### config.mk
export PLATFORM = sky130hd
export DESIGN_NAME = http_response_byte_parser_top
export DESIGN_NICKNAME = d
export VERILOG_FILES = /design/src/rtl/core/hrbp_pkg.sv /design/src/rtl/core/hrbp_step.sv /design/src/rtl/core/http_response_byte_parser_top.sv
export SDC_FILE = /design/constraint.sdc
export NUM_CORES = 1
export LEC_CHECK = 0
export BUFFER_PORTS_ARGS = -buffer_cell sky130_fd_sc_hd__buf_2
export CORE_MARGIN = 1.5
export CORE_UTILIZATION = 56
export DETAILED_ROUTE_END_ITERATION = 8
export PLACE_DENSITY = 0.76
export SYNTH_ARGS = -nofsm -noshare
export SYNTH_HDL_FRONTEND = slang
export SYNTH_SLANG_ARGS = --single-unit
### constraint.sdc
create_clock -name i_clk -period 6.9 [get_ports i_clk]
set_clock_uncertainty 0.2 [all_clocks]
set_input_delay 0 -clock i_clk [delete_from_list [all_inputs] [get_ports i_clk]]
set_output_delay 0 -clock i_clk [all_outputs]
set_load 0.02 [all_outputs]
### src/rtl/core/hrbp_pkg.sv
package hrbp_pkg;

    localparam int DEF_LENGTH_BITS = 32;

    localparam int IN_TDATA_W  = 8;
    localparam int OUT_TDATA_W = 48;
    localparam int OUT_TUSER_W = 3;

    localparam logic [7:0] CHAR_TAB   = 8'h09;
    localparam logic [7:0] CHAR_LF    = 8'h0A;
    localparam logic [7:0] CHAR_CR    = 8'h0D;
    localparam logic [7:0] CHAR_SPACE = 8'h20;
    localparam logic [7:0] CHAR_PLUS  = 8'h2B;
    localparam logic [7:0] CHAR_MINUS = 8'h2D;
    localparam logic [7:0] CHAR_ZERO  = 8'h30;
    localparam logic [7:0] CHAR_NINE  = 8'h39;
    localparam logic [7:0] CHAR_COLON = 8'h3A;

    // Length of "Content-Length"
    localparam logic [3:0] KEY_LEN = 4'd14;

    // Phase codes as seen on the output
    localparam logic [1:0] PHASE_CODE_STATUS  = 2'd0;
    localparam logic [1:0] PHASE_CODE_HEADERS = 2'd1;
    localparam logic [1:0] PHASE_CODE_BODY    = 2'd2;
    localparam logic [1:0] PHASE_CODE_DONE    = 2'd3;

    typedef enum logic [3:0] {
        PH_STATUS  = 4'b0001,
        PH_HEADERS = 4'b0010,
        PH_BODY    = 4'b0100,
        PH_DONE    = 4'b1000
    } t_phase;

    typedef enum logic [2:0] {
        KEY_MATCHING = 3'b001,
        KEY_FAILED   = 3'b010,
        KEY_MATCHED  = 3'b100
    } t_key_st;

    typedef enum logic [3:0] {
        NUM_WS     = 4'b0001,
        NUM_SIGN   = 4'b0010,
        NUM_DIGITS = 4'b0100,
        NUM_DONE   = 4'b1000
    } t_num_st;

    typedef struct packed {
        t_phase     phase;
        logic [1:0] line_count;
        logic       prev_cr;
        logic [3:0] key_index;
        t_key_st    key_st;
        logic       space_found;
        t_num_st    num_st;
        logic       num_sign;
        logic       length_seen;
    } t_ctl;

    localparam t_ctl CTL_RESET = '{
        phase:       PH_STATUS,
        line_count:  2'd0,
        prev_cr:     1'b0,
        key_index:   4'd0,
        key_st:      KEY_MATCHING,
        space_found: 1'b0,
        num_st:      NUM_WS,
        num_sign:    1'b0,
        length_seen: 1'b0
    };

    typedef struct packed {
        logic [1:0] phase;
        logic       st_done;
        logic       hl_done;
        logic       h_done;
        logic       is_body;
        logic       body_last;
        logic       length_known;
    } t_flags;

    function automatic logic [1:0] phase_code(t_phase p);
        logic [1:0] code;
        case (p)
            PH_STATUS:  code = PHASE_CODE_STATUS;
            PH_HEADERS: code = PHASE_CODE_HEADERS;
            PH_BODY:    code = PHASE_CODE_BODY;
            PH_DONE:    code = PHASE_CODE_DONE;
            default:    code = PHASE_CODE_STATUS;
        endcase
        return code;
    endfunction

    function automatic logic [7:0] key_char(logic [3:0] idx);
        logic [7:0] c;
        case (idx)
            4'd0:    c = 8'h43; // C
            4'd1:    c = 8'h6F; // o
            4'd2:    c = 8'h6E; // n
            4'd3:    c = 8'h74; // t
            4'd4:    c = 8'h65; // e
            4'd5:    c = 8'h6E; // n
            4'd6:    c = 8'h74; // t
            4'd7:    c = 8'h2D; // -
            4'd8:    c = 8'h4C; // L
            4'd9:    c = 8'h65; // e
            4'd10:   c = 8'h6E; // n
            4'd11:   c = 8'h67; // g
            4'd12:   c = 8'h74; // t
            4'd13:   c = 8'h68; // h
            default: c = 8'h00;
        endcase
        return c;
    endfunction

endpackage

### src/rtl/core/hrbp_step.sv
module hrbp_step #(
    parameter int LENGTH_BITS = hrbp_pkg::DEF_LENGTH_BITS
) (
    input  logic [7:0]             i_byte,
    input  hrbp_pkg::t_ctl         i_ctl,
    input  logic [LENGTH_BITS-1:0] i_accum,
    input  logic [LENGTH_BITS-1:0] i_left,
    output hrbp_pkg::t_ctl         o_ctl,
    output logic [LENGTH_BITS-1:0] o_accum,
    output logic [LENGTH_BITS-1:0] o_left,
    output hrbp_pkg::t_flags       o_flags,
    output logic [31:0]            o_body_length
);

    localparam logic [LENGTH_BITS-1:0] ONE   = {{(LENGTH_BITS-1){1'b0}}, 1'b1};
    localparam logic [LENGTH_BITS-1:0] LSIGN = {1'b1, {(LENGTH_BITS-1){1'b0}}};
    localparam logic [LENGTH_BITS-1:0] LMAX  = {1'b0, {(LENGTH_BITS-1){1'b1}}};
    // Saturation limit (LSIGN - d) / 10 is SAT_Q for d <= SAT_R, else SAT_Q - 1
    localparam logic [LENGTH_BITS-1:0] SAT_Q    = LSIGN / 10;
    localparam logic [LENGTH_BITS-1:0] SAT_Q_M1 = SAT_Q - ONE;
    localparam logic [3:0]             SAT_R    = 4'(LSIGN % 10);

    logic                   crlf;
    logic                   is_ws;
    logic                   is_digit;
    logic                   is_sign;
    logic [3:0]             digit;
    logic [LENGTH_BITS-1:0] sat_limit;
    logic                   over;
    logic [LENGTH_BITS+3:0] times10;
    logic [LENGTH_BITS-1:0] mag;
    logic [LENGTH_BITS-1:0] value;
    logic                   line_rst;
    logic [63:0]            accum_ext;

    assign crlf     = (i_byte == hrbp_pkg::CHAR_LF) && i_ctl.prev_cr;
    assign is_ws    = (i_byte == hrbp_pkg::CHAR_SPACE) ||
                      (i_byte inside {[hrbp_pkg::CHAR_TAB:hrbp_pkg::CHAR_CR]});
    assign is_digit = i_byte inside {[hrbp_pkg::CHAR_ZERO:hrbp_pkg::CHAR_NINE]};
    assign is_sign  = (i_byte == hrbp_pkg::CHAR_PLUS) || (i_byte == hrbp_pkg::CHAR_MINUS);
    assign digit    = 4'(i_byte - hrbp_pkg::CHAR_ZERO);

    assign sat_limit = (digit <= SAT_R) ? SAT_Q : SAT_Q_M1;
    assign over      = i_accum > sat_limit;
    assign times10   = ({4'b0, i_accum} << 3) + ({4'b0, i_accum} << 1)
                       + {{LENGTH_BITS{1'b0}}, digit};

    // A CR LF never moves the accumulator, so the value comes from it directly
    assign mag   = (i_accum > LSIGN) ? LSIGN : i_accum;
    assign value = i_ctl.num_sign ? (~mag + ONE) : ((i_accum > LMAX) ? LMAX : i_accum);

    always_comb begin
        o_ctl    = i_ctl;
        o_accum  = i_accum;
        o_left   = i_left;
        o_flags  = '0;
        line_rst = 1'b0;

        case (i_ctl.phase)
            hrbp_pkg::PH_STATUS: begin
                if (crlf) begin
                    o_flags.st_done = 1'b1;
                    o_ctl.phase     = hrbp_pkg::PH_HEADERS;
                    line_rst        = 1'b1;
                end else begin
                    o_ctl.prev_cr = (i_byte == hrbp_pkg::CHAR_CR);
                end
            end
            hrbp_pkg::PH_HEADERS: begin
                if (crlf && i_ctl.line_count == 2'd1) begin
                    // blank line: header section over
                    o_flags.h_done = 1'b1;
                    o_left         = i_ctl.length_seen ? i_accum : '0;
                    o_ctl.phase    = hrbp_pkg::PH_BODY;
                    line_rst       = 1'b1;
                end else begin
                    if (i_ctl.key_st == hrbp_pkg::KEY_MATCHING) begin
                        if (i_byte == hrbp_pkg::CHAR_COLON) begin
                            o_ctl.key_st = (i_ctl.key_index == hrbp_pkg::KEY_LEN) ?
                                           hrbp_pkg::KEY_MATCHED : hrbp_pkg::KEY_FAILED;
                        end else if (i_ctl.key_index < hrbp_pkg::KEY_LEN &&
                                     i_byte == hrbp_pkg::key_char(i_ctl.key_index)) begin
                            o_ctl.key_index = i_ctl.key_index + 4'd1;
                        end else begin
                            o_ctl.key_st = hrbp_pkg::KEY_FAILED;
                        end
                    end

                    if (!i_ctl.length_seen && i_ctl.space_found &&
                        i_ctl.num_st != hrbp_pkg::NUM_DONE) begin
                        if (i_ctl.num_st == hrbp_pkg::NUM_WS && is_ws) begin
                            o_ctl.num_st = hrbp_pkg::NUM_WS;
                        end else if (i_ctl.num_st == hrbp_pkg::NUM_WS && is_sign) begin
                            o_ctl.num_sign = (i_byte == hrbp_pkg::CHAR_MINUS);
                            o_ctl.num_st   = hrbp_pkg::NUM_SIGN;
                        end else if (!is_digit) begin
                            o_ctl.num_st = hrbp_pkg::NUM_DONE;
                        end else begin
                            o_ctl.num_st = hrbp_pkg::NUM_DIGITS;
                            o_accum      = over ? LSIGN : times10[LENGTH_BITS-1:0];
                        end
                    end

                    if (i_byte == hrbp_pkg::CHAR_SPACE) begin
                        o_ctl.space_found = 1'b1;
                    end

                    if (crlf) begin
                        o_flags.hl_done = 1'b1;
                        if (o_ctl.key_st == hrbp_pkg::KEY_MATCHED && o_ctl.space_found &&
                            !i_ctl.length_seen) begin
                            o_accum           = value;
                            o_ctl.length_seen = 1'b1;
                        end
                        line_rst = 1'b1;
                    end else begin
                        o_ctl.prev_cr = (i_byte == hrbp_pkg::CHAR_CR);
                        if (i_ctl.line_count != 2'd3) begin
                            o_ctl.line_count = i_ctl.line_count + 2'd1;
                        end
                    end
                end
            end
            hrbp_pkg::PH_BODY: begin
                o_flags.is_body = 1'b1;
                if (i_left <= ONE || i_left[LENGTH_BITS-1]) begin
                    o_flags.body_last = 1'b1;
                    o_ctl.phase       = hrbp_pkg::PH_DONE;
                end
                o_left = i_left - ONE;
            end
            default: begin
                // complete: bytes are only echoed
            end
        endcase

        if (line_rst) begin
            o_ctl.line_count  = 2'd0;
            o_ctl.prev_cr     = 1'b0;
            o_ctl.key_index   = 4'd0;
            o_ctl.key_st      = hrbp_pkg::KEY_MATCHING;
            o_ctl.space_found = 1'b0;
            o_ctl.num_st      = hrbp_pkg::NUM_WS;
            o_ctl.num_sign    = 1'b0;
            if (!o_ctl.length_seen) begin
                o_accum = '0;
            end
        end

        o_flags.phase        = hrbp_pkg::phase_code(o_ctl.phase);
        o_flags.length_known = o_ctl.length_seen;
    end

    assign accum_ext     = 64'(o_accum);
    assign o_body_length = o_ctl.length_seen ? accum_ext[31:0] : 32'd0;

endmodule

### src/rtl/core/http_response_byte_parser_top.sv
// HTTP response parser, Content-Length framing. Takes one response byte per
// transfer and returns one result per byte, one byte per clock while neither
// side stalls. Each byte is held in an input register, then goes through the
// combinational parse step that updates the line and number state and loads
// the result register. The status line is skipped, header lines are scanned
// for Content-Length (first match wins, value saturated to LENGTH_BITS signed),
// and body bytes count the length down; tlast marks the byte that completes
// the body. The body_length field carries the low 32 bits of the accepted
// value. Either side may stall at any time.
module http_response_byte_parser_top #(
    parameter int LENGTH_BITS = hrbp_pkg::DEF_LENGTH_BITS
) (
    input  logic                             i_clk,
    input  logic                             i_rst_n,
    input  logic                             s_axis_tvalid,
    output logic                             s_axis_tready,
    // [7:0] rx_byte
    input  logic [hrbp_pkg::IN_TDATA_W-1:0]  s_axis_tdata,
    output logic                             m_axis_tvalid,
    input  logic                             m_axis_tready,
    // [7:0] byte_echo, [8] status_line_done, [9] header_line_done,
    // [10] headers_done, [11] length_known, [43:12] body_length, [47:44] zero
    output logic [hrbp_pkg::OUT_TDATA_W-1:0] m_axis_tdata,
    // [1:0] phase, [2] is_body
    output logic [hrbp_pkg::OUT_TUSER_W-1:0] m_axis_tuser,
    // body_last
    output logic                             m_axis_tlast
);

    logic                   advance;

    logic                   r_in_valid;
    logic [7:0]             r_in_byte;

    hrbp_pkg::t_ctl         r_ctl;
    hrbp_pkg::t_ctl         n_ctl;
    logic [LENGTH_BITS-1:0] r_accum;
    logic [LENGTH_BITS-1:0] n_accum;
    logic [LENGTH_BITS-1:0] r_left;
    logic [LENGTH_BITS-1:0] n_left;

    hrbp_pkg::t_flags       n_flags;
    logic [31:0]            n_body_length;

    logic                   r_out_valid;
    logic [7:0]             r_out_byte;
    hrbp_pkg::t_flags       r_out_flags;
    logic [31:0]            r_out_body_length;

    assign advance       = !r_out_valid || m_axis_tready;
    assign s_axis_tready = !r_in_valid || advance;

    hrbp_step #(
        .LENGTH_BITS(LENGTH_BITS)
    ) u_step (
        .i_byte        (r_in_byte),
        .i_ctl         (r_ctl),
        .i_accum       (r_accum),
        .i_left        (r_left),
        .o_ctl         (n_ctl),
        .o_accum       (n_accum),
        .o_left        (n_left),
        .o_flags       (n_flags),
        .o_body_length (n_body_length)
    );

    always_ff @(posedge i_clk) begin
        if (!i_rst_n) begin
            r_in_valid  <= 1'b0;
            r_out_valid <= 1'b0;
            r_ctl       <= hrbp_pkg::CTL_RESET;
            r_accum     <= '0;
            r_left      <= '0;
        end else begin
            if (s_axis_tready) begin
                r_in_valid <= s_axis_tvalid;
            end
            if (advance) begin
                r_out_valid <= r_in_valid;
            end
            if (r_in_valid && advance) begin
                r_ctl   <= n_ctl;
                r_accum <= n_accum;
                r_left  <= n_left;
            end
        end
    end

    always_ff @(posedge i_clk) begin
        if (s_axis_tvalid && s_axis_tready) begin
            r_in_byte <= s_axis_tdata[7:0];
        end
        if (r_in_valid && advance) begin
            r_out_byte        <= r_in_byte;
            r_out_flags       <= n_flags;
            r_out_body_length <= n_body_length;
        end
    end

    assign m_axis_tvalid = r_out_valid;
    assign m_axis_tdata  = {4'b0000, r_out_body_length, r_out_flags.length_known,
                            r_out_flags.h_done, r_out_flags.hl_done, r_out_flags.st_done,
                            r_out_byte};
    assign m_axis_tuser  = {r_out_flags.is_body, r_out_flags.phase};
    assign m_axis_tlast  = r_out_flags.body_last;

endmodule

Yosys cells after proc, flatten, opt, wreduce, memory -nomap -nowiden. Memory sizes are Yosys's and may differ from the RTL's. A register that Yosys moved wholly into a read port is not among the register bits. Cells that the tools add are included.

Add/subtract/negate cells: 7. Magnitude comparators: 10. Eq/ne operators: 28. Muxes and demuxes: 62. Bitwise operators: 2. Reduce and logical (&&, ||, !) cells: 37.

Operators by type and width (number): 32-bit 2-to-1 mux (16); 32-bit one-hot mux with 2 select lines (1); 4-bit 2-to-1 mux (10); 32-bit by 1-bit adder with 32-bit output, second input constant (1); 32-bit adder (1); 32-bit by 4-bit adder with 32-bit output (1); 8-bit by 6-bit equality test with 1-bit output, second input constant (4); 32-bit by 28-bit > comparator with 1-bit output (1); 32-bit by 31-bit > comparator with 1-bit output, second input constant (1); 32-bit > comparator, second input constant (1); 32-bit by 1-bit <= comparator with 1-bit output, second input constant (1); 8-bit 2-to-1 mux (4); 32-bit inverter (1); 32-bit by 1-bit subtractor with 32-bit output, second input constant (1); 7-bit 2-to-1 mux (3); 17-bit 2-to-1 mux (1); 8-bit by 4-bit equality test with 1-bit output, second input constant (2); 16-bit 2-to-1 mux (1); 3-bit 2-to-1 mux (5); 14-bit 2-to-1 mux (1); 2-bit nonzero test (7); 1-bit logical AND (13); 1-bit 2-to-1 mux (12); 4-bit one-hot mux with 3 select lines (1); other kinds (35) (56).

Flip-flop bits (word level): 143. Memory bits (read-only): 112. Output and inout bits: 54. Word-level logic and storage cells: 170. Memories kept: 1.

Memories: (name not given) (words 16, width 7, read ports 1, clocked after Yosys merged registers in 1, write ports 0, line hrbp_pkg.sv:96) `case (idx)`.

Longest topological paths before layout.
Depth after elaboration: 22. Gate-level depth with buffers: 16. Mapped depth without buffers: 12.

By module. Synthesis repeated with hierarchy kept, for this count alone.

Cell total of the unflattened synthesis: 1439. Area total of the unflattened synthesis: 11327.1 sq um.

By module, submodules not included: hrbp_step (instances 1, cells each 999, area each 6054.6 sq um, sequential area each 0.0 sq um); http_response_byte_parser_top (instances 1, cells each 440, area each 5272.6 sq um, sequential area each 3423.3 sq um).

Least setup slack after synthesis. Ideal clock, no wire load.

Path type: register to register. Start point: register r_in_byte[3]. End point: register r_out_body_length[21], data pin. Setup time: 0.152 ns. Arrival time: 3.621 ns. Data required time: 6.548 ns. Path slack: 2.926 ns. Cell stages (with the launch flop): 14. Cells stage by stage: edfxtp_1 > clkbuf_1 > inv_1 > fa_1 > inv_1 > ha_1 > a211oi_1 > o21ai_0 > a221oi_1 > a31oi_1 > a2111o_1 > nand3_1 > o221ai_1 > o21ai_0.

Word-level cells in the longest chain between the ends: 16.

RTL lines: start: declaration (line http_response_byte_parser_top.sv:33) `logic [7:0] r_in_byte;`; start signal: assignment (line http_response_byte_parser_top.sv:91) `r_in_byte <= s_axis_tdata[7:0];`; parallel branches: the longest is 16 deep, another holds 32-bit by 28-bit > comparator with 1-bit output; end signal: assignment (line http_response_byte_parser_top.sv:96) `r_out_body_length <= n_body_length;`; end: declaration (line http_response_byte_parser_top.sv:48) `logic [31:0] r_out_body_length;`.

Several ways; the timed one is not identified. The select of a mux whose other input is x is not followed. A chain may end at the register's enable or synchronous reset.

Worst setup path after layout.
Start point: register r_in_byte[3]. End point: register r_out_body_length[31], data pin.

Same word-level chain as after synthesis.

==> key figures <==
Route
  • First-iteration detailed-routing DRC count: 1442
  • Drc violations: 0
  • Routed len/inst: 22.0 um
  • Routed Antenna Nets: 0
  • DR vias/cell: 6.83
  • WL final: 37.7 mm
  • Pre-Repair DR Iteration Count: 6
  • Vias: 11698

Clocking
  • H-tree depth: 4
  • Setup bufs post-CTS: 0
  • Clock root buffer: clkbuf_16
  • CTS Sinks: 150
  • Reg clk slew, reported paths: 0.07 ns
  • Clock Path Buffers: 2
  • Clk_lat worst skew: 0.44 ns
  • Num CTS Buffers: 17
  • CTS tree: built

Synthesis
  • Post-synthesis mux area share: 0.907%
  • Top post-synthesis cells by area: dfxtp_1 (16%), edfxtp_1 (15%), ha_1 (7.9%)
  • Main combinational cell family by area after synthesis: compound AO/OA/AOI/OAI gates
  • Synth top area share: 16.4%
  • Mapped Avg Cell Area: 8.06 um^2
  • Post-synth EDFFs: 56
  • Synth Area in Compound Gates: 28.7%
  • Cell taking the most area after synthesis: dfxtp_1
  • Synthesized instance count: 1421
  • Synth cell types: 97
  • Synth Warn #: 0
  • Xor and xnor area share after synthesis: 2.52%
  • Post-synth ARST share: 0%
  • Most common cell in the synthesized netlist: a21oi_1
  • Sequential-to-total area share from yosys stat: 31.1%
  • Top post-synthesis cells by count: a21oi_1 (120), nand2_1 (119), o21ai_0 (118)
  • Post-Syn Area: 11500 um^2
  • Ys flop type: dfxtp_1
  • Post-Synth Simple-Gate Area: 23.4%
  • Synthesized-area fraction occupied by adder cells: 8.21%
  • #FFs+latches synth: 150

Worst setup path
  • Worst path required time: 6.98 ns
  • Cell family with most CP delay: compound AO/OA/AOI/OAI gates
  • Max incr delay on CP: 0.70 ns
  • Critical-path cell list: inv_1, fa_1, inv_1, ha_1, a211oi_1, o21ai_0, a221oi_1, a2111oi_0, nor3_1, o21a_1, o2111ai_1, a21oi_1
  • Crit-path most repeated cell: inv_1
  • Worst endpoint data arrival time: 4.88 ns
  • Crit path launch type: flop
  • Critical path class: flop to flop
  • CP Capture Type: flop
  • Number of buffers and inverters on the critical path: 2
  • CP max FO: 14
  • Crit-path slowest cell: a221oi_1

GRT
  • GR Util All Layers: 35.2%
  • Vias in the first global route: 10912
  • GR Overflow Total: 0
  • First-pass GRT wire length: 59.5 mm
  • Initial antenna violation count: 1
  • Largest net degree at the start of global routing: 48

Floorplan
  • Die height: 146 um
  • # IOs: 66
  • # rows: 52
  • Core area: 20200 um^2
  • Starting Density: 56.8%
  • Area of the die: 21300 um^2
  • Die Wd: 146 um

Final layout
  • Area delta synth->final: 9.34%
  • Layout cells sized above 1: 10.6%
  • Final net count: 1516
  • Ant. Diodes: 0
  • Final core utilization: 62.1%
  • Fillers: 1762

Pwr
  • Int Pwr: 1.47 mW
  • PD cells: 156 nW/um^2
  • Combinational Power Share: 4.6%
  • Max rail drop VDD: 0.173 mV
  • Sw frac: 24.8%
  • Share of total power in the clock network: 47.0%
  • Pleak: 4.79 nW
  • P_sw: 0.485 mW
  • Reg power frac: 48.3%

STA
  • Final Hold Vio Count: 0
  • Worst slew pin tran: 1.13 ns
  • Final max-slew violation count: 0
  • Fmax: 208 MHz
  • Fin crit period: 4.80 ns
  • Tcrit/Tclk final: 69.6%
  • RSZ-0062 raised after global routing: false
  • Max-slew headroom: 24.3%
  • Setup TNS: 0 ns
  • Final number of setup-violating endpoints: 0
  • Hold WS: 0.0692 ns

Status
  • Status: completed

Min path
  • Worst hold path class: input port to flop

Flow run
  • Max_cap viols: 0

Placed design
  • Post-DP HPWL: 25.9 mm
  • # port buffers: 61
  • Final GP Congestion: 0.977
worst paths after layout:
kind / start / to / slack (ns) / cells past startpoint
min reg2reg: r_left[30] / r_left[30] / 0.28 / 2
max: r_in_byte[3] / r_out_body_length[31] / 2.10 / 12
max reg2reg: r_in_byte[3] / r_out_body_length[31] / 2.10 / 12
min: s_axis_tdata[6] / r_in_byte[6] / 0.07 / 2
cell families (layout without fill, tap and decap cells):
family / count (synthesis) / after routing
and+or+nand+nor: 516 / 516
AOI/OAI and AO/OA: 491 / 491
DFF: 150 / 150
buffers and inverters: 146 / 165
adders and majority gates: 74 / 74
xor gates and xnor gates: 33 / 33
muxes: 10 / 10
other: 1 / 4
cell usage in the layout, fill, tap and decap left out, types with 14 or more instances in the layout:
cell	count
nand2b_1	18
o211ai_1	21
ha_1	72
inv_1	37
nand4_1	29
o21a_1	20
and2_1	28
dfxtp_1	94
o31ai_1	16
nand2_1	119
dlygate4sd3_1	14
nor3_1	44
nand3_1	40
buf_2	61
buf_4	19
o21ai_0	118
clkbuf_16	17
nor2b_1	26
nor2_1	117
a31oi_1	28
a32oi_1	15
xnor2_1	20
a21oi_1	118
nor4_1	26
edfxtp_1	56
area by class of cell:
| type | instances | area [um^2] | share of cell area (%) |
|---|---|---|---|
| Clock inverter | 13 | 121 | 0.969 |
| Tap cell | 270 | 338 | 2.70 |
| Inverter | 39 | 146 | 1.17 |
| Clock buffer | 19 | 443 | 3.54 |
| Timing Repair Buffer | 94 | 588 | 4.69 |
| Sequential cell | 150 | 3560 | 28.4 |
| Multi-Input combinational cell | 1128 | 7330 | 58.5 |
state kept, by name (all words and copies together), names as in the netlist, named ones only:
register	cells
r_accum	32
r_left	32
r_out_body_length	32
r_ctl	21
r_in_byte	8
r_out_byte	8
m_axis_tdata	4
m_axis_tuser	3
m_axis_tlast	1
m_axis_tvalid	1
r_in_valid	1
layer usage:
layer	global-route usage [%]	part of all wire, %	wire length, um	up-vias
met4	18.0	4.7	1750	2
li1	-	-	-	5385
met3	6.47	11	4060	135
met2	52.5	44	16500	750
met1	48.7	41	15400	5426
met5	0	0.042	16	-
power groups by stage:
stage / Sequential [mW] / Clock (mW) / Combinational, mW
3_5_place_dp: 0.966 / 0 / 0.0831
4_1_cts: 0.947 / 0.923 / 0.0894
3_3_place_gp: 0.966 / 0 / 0.0823
6_report: 0.947 / 0.922 / 0.0908
5_1_grt: 0.949 / 0.963 / 0.0962
2_1_floorplan: 0.979 / 0 / 0.0407
repair_timing:
action | CTS | global route
hold buffers | 14 | 0
setup endpoints to repair | 0 | 0
resized for setup | 0 | 0
hold endpoints to repair | 39 | 0
through the flow:
step	power, mW	cell area (um^2)	cells	worst slack (ns)
after global placement	1.05	11800	1667	2.37
final	1.96	12500	1713	2.10
after floorplan	1.02	11500	1424	2.93
after detailed placement	1.05	11800	1667	2.24
after global routing	2.01	12500	1713	1.87
after CTS	1.96	12500	1713	2.20
Note: power is estimated with default switching activity, not from simulation.
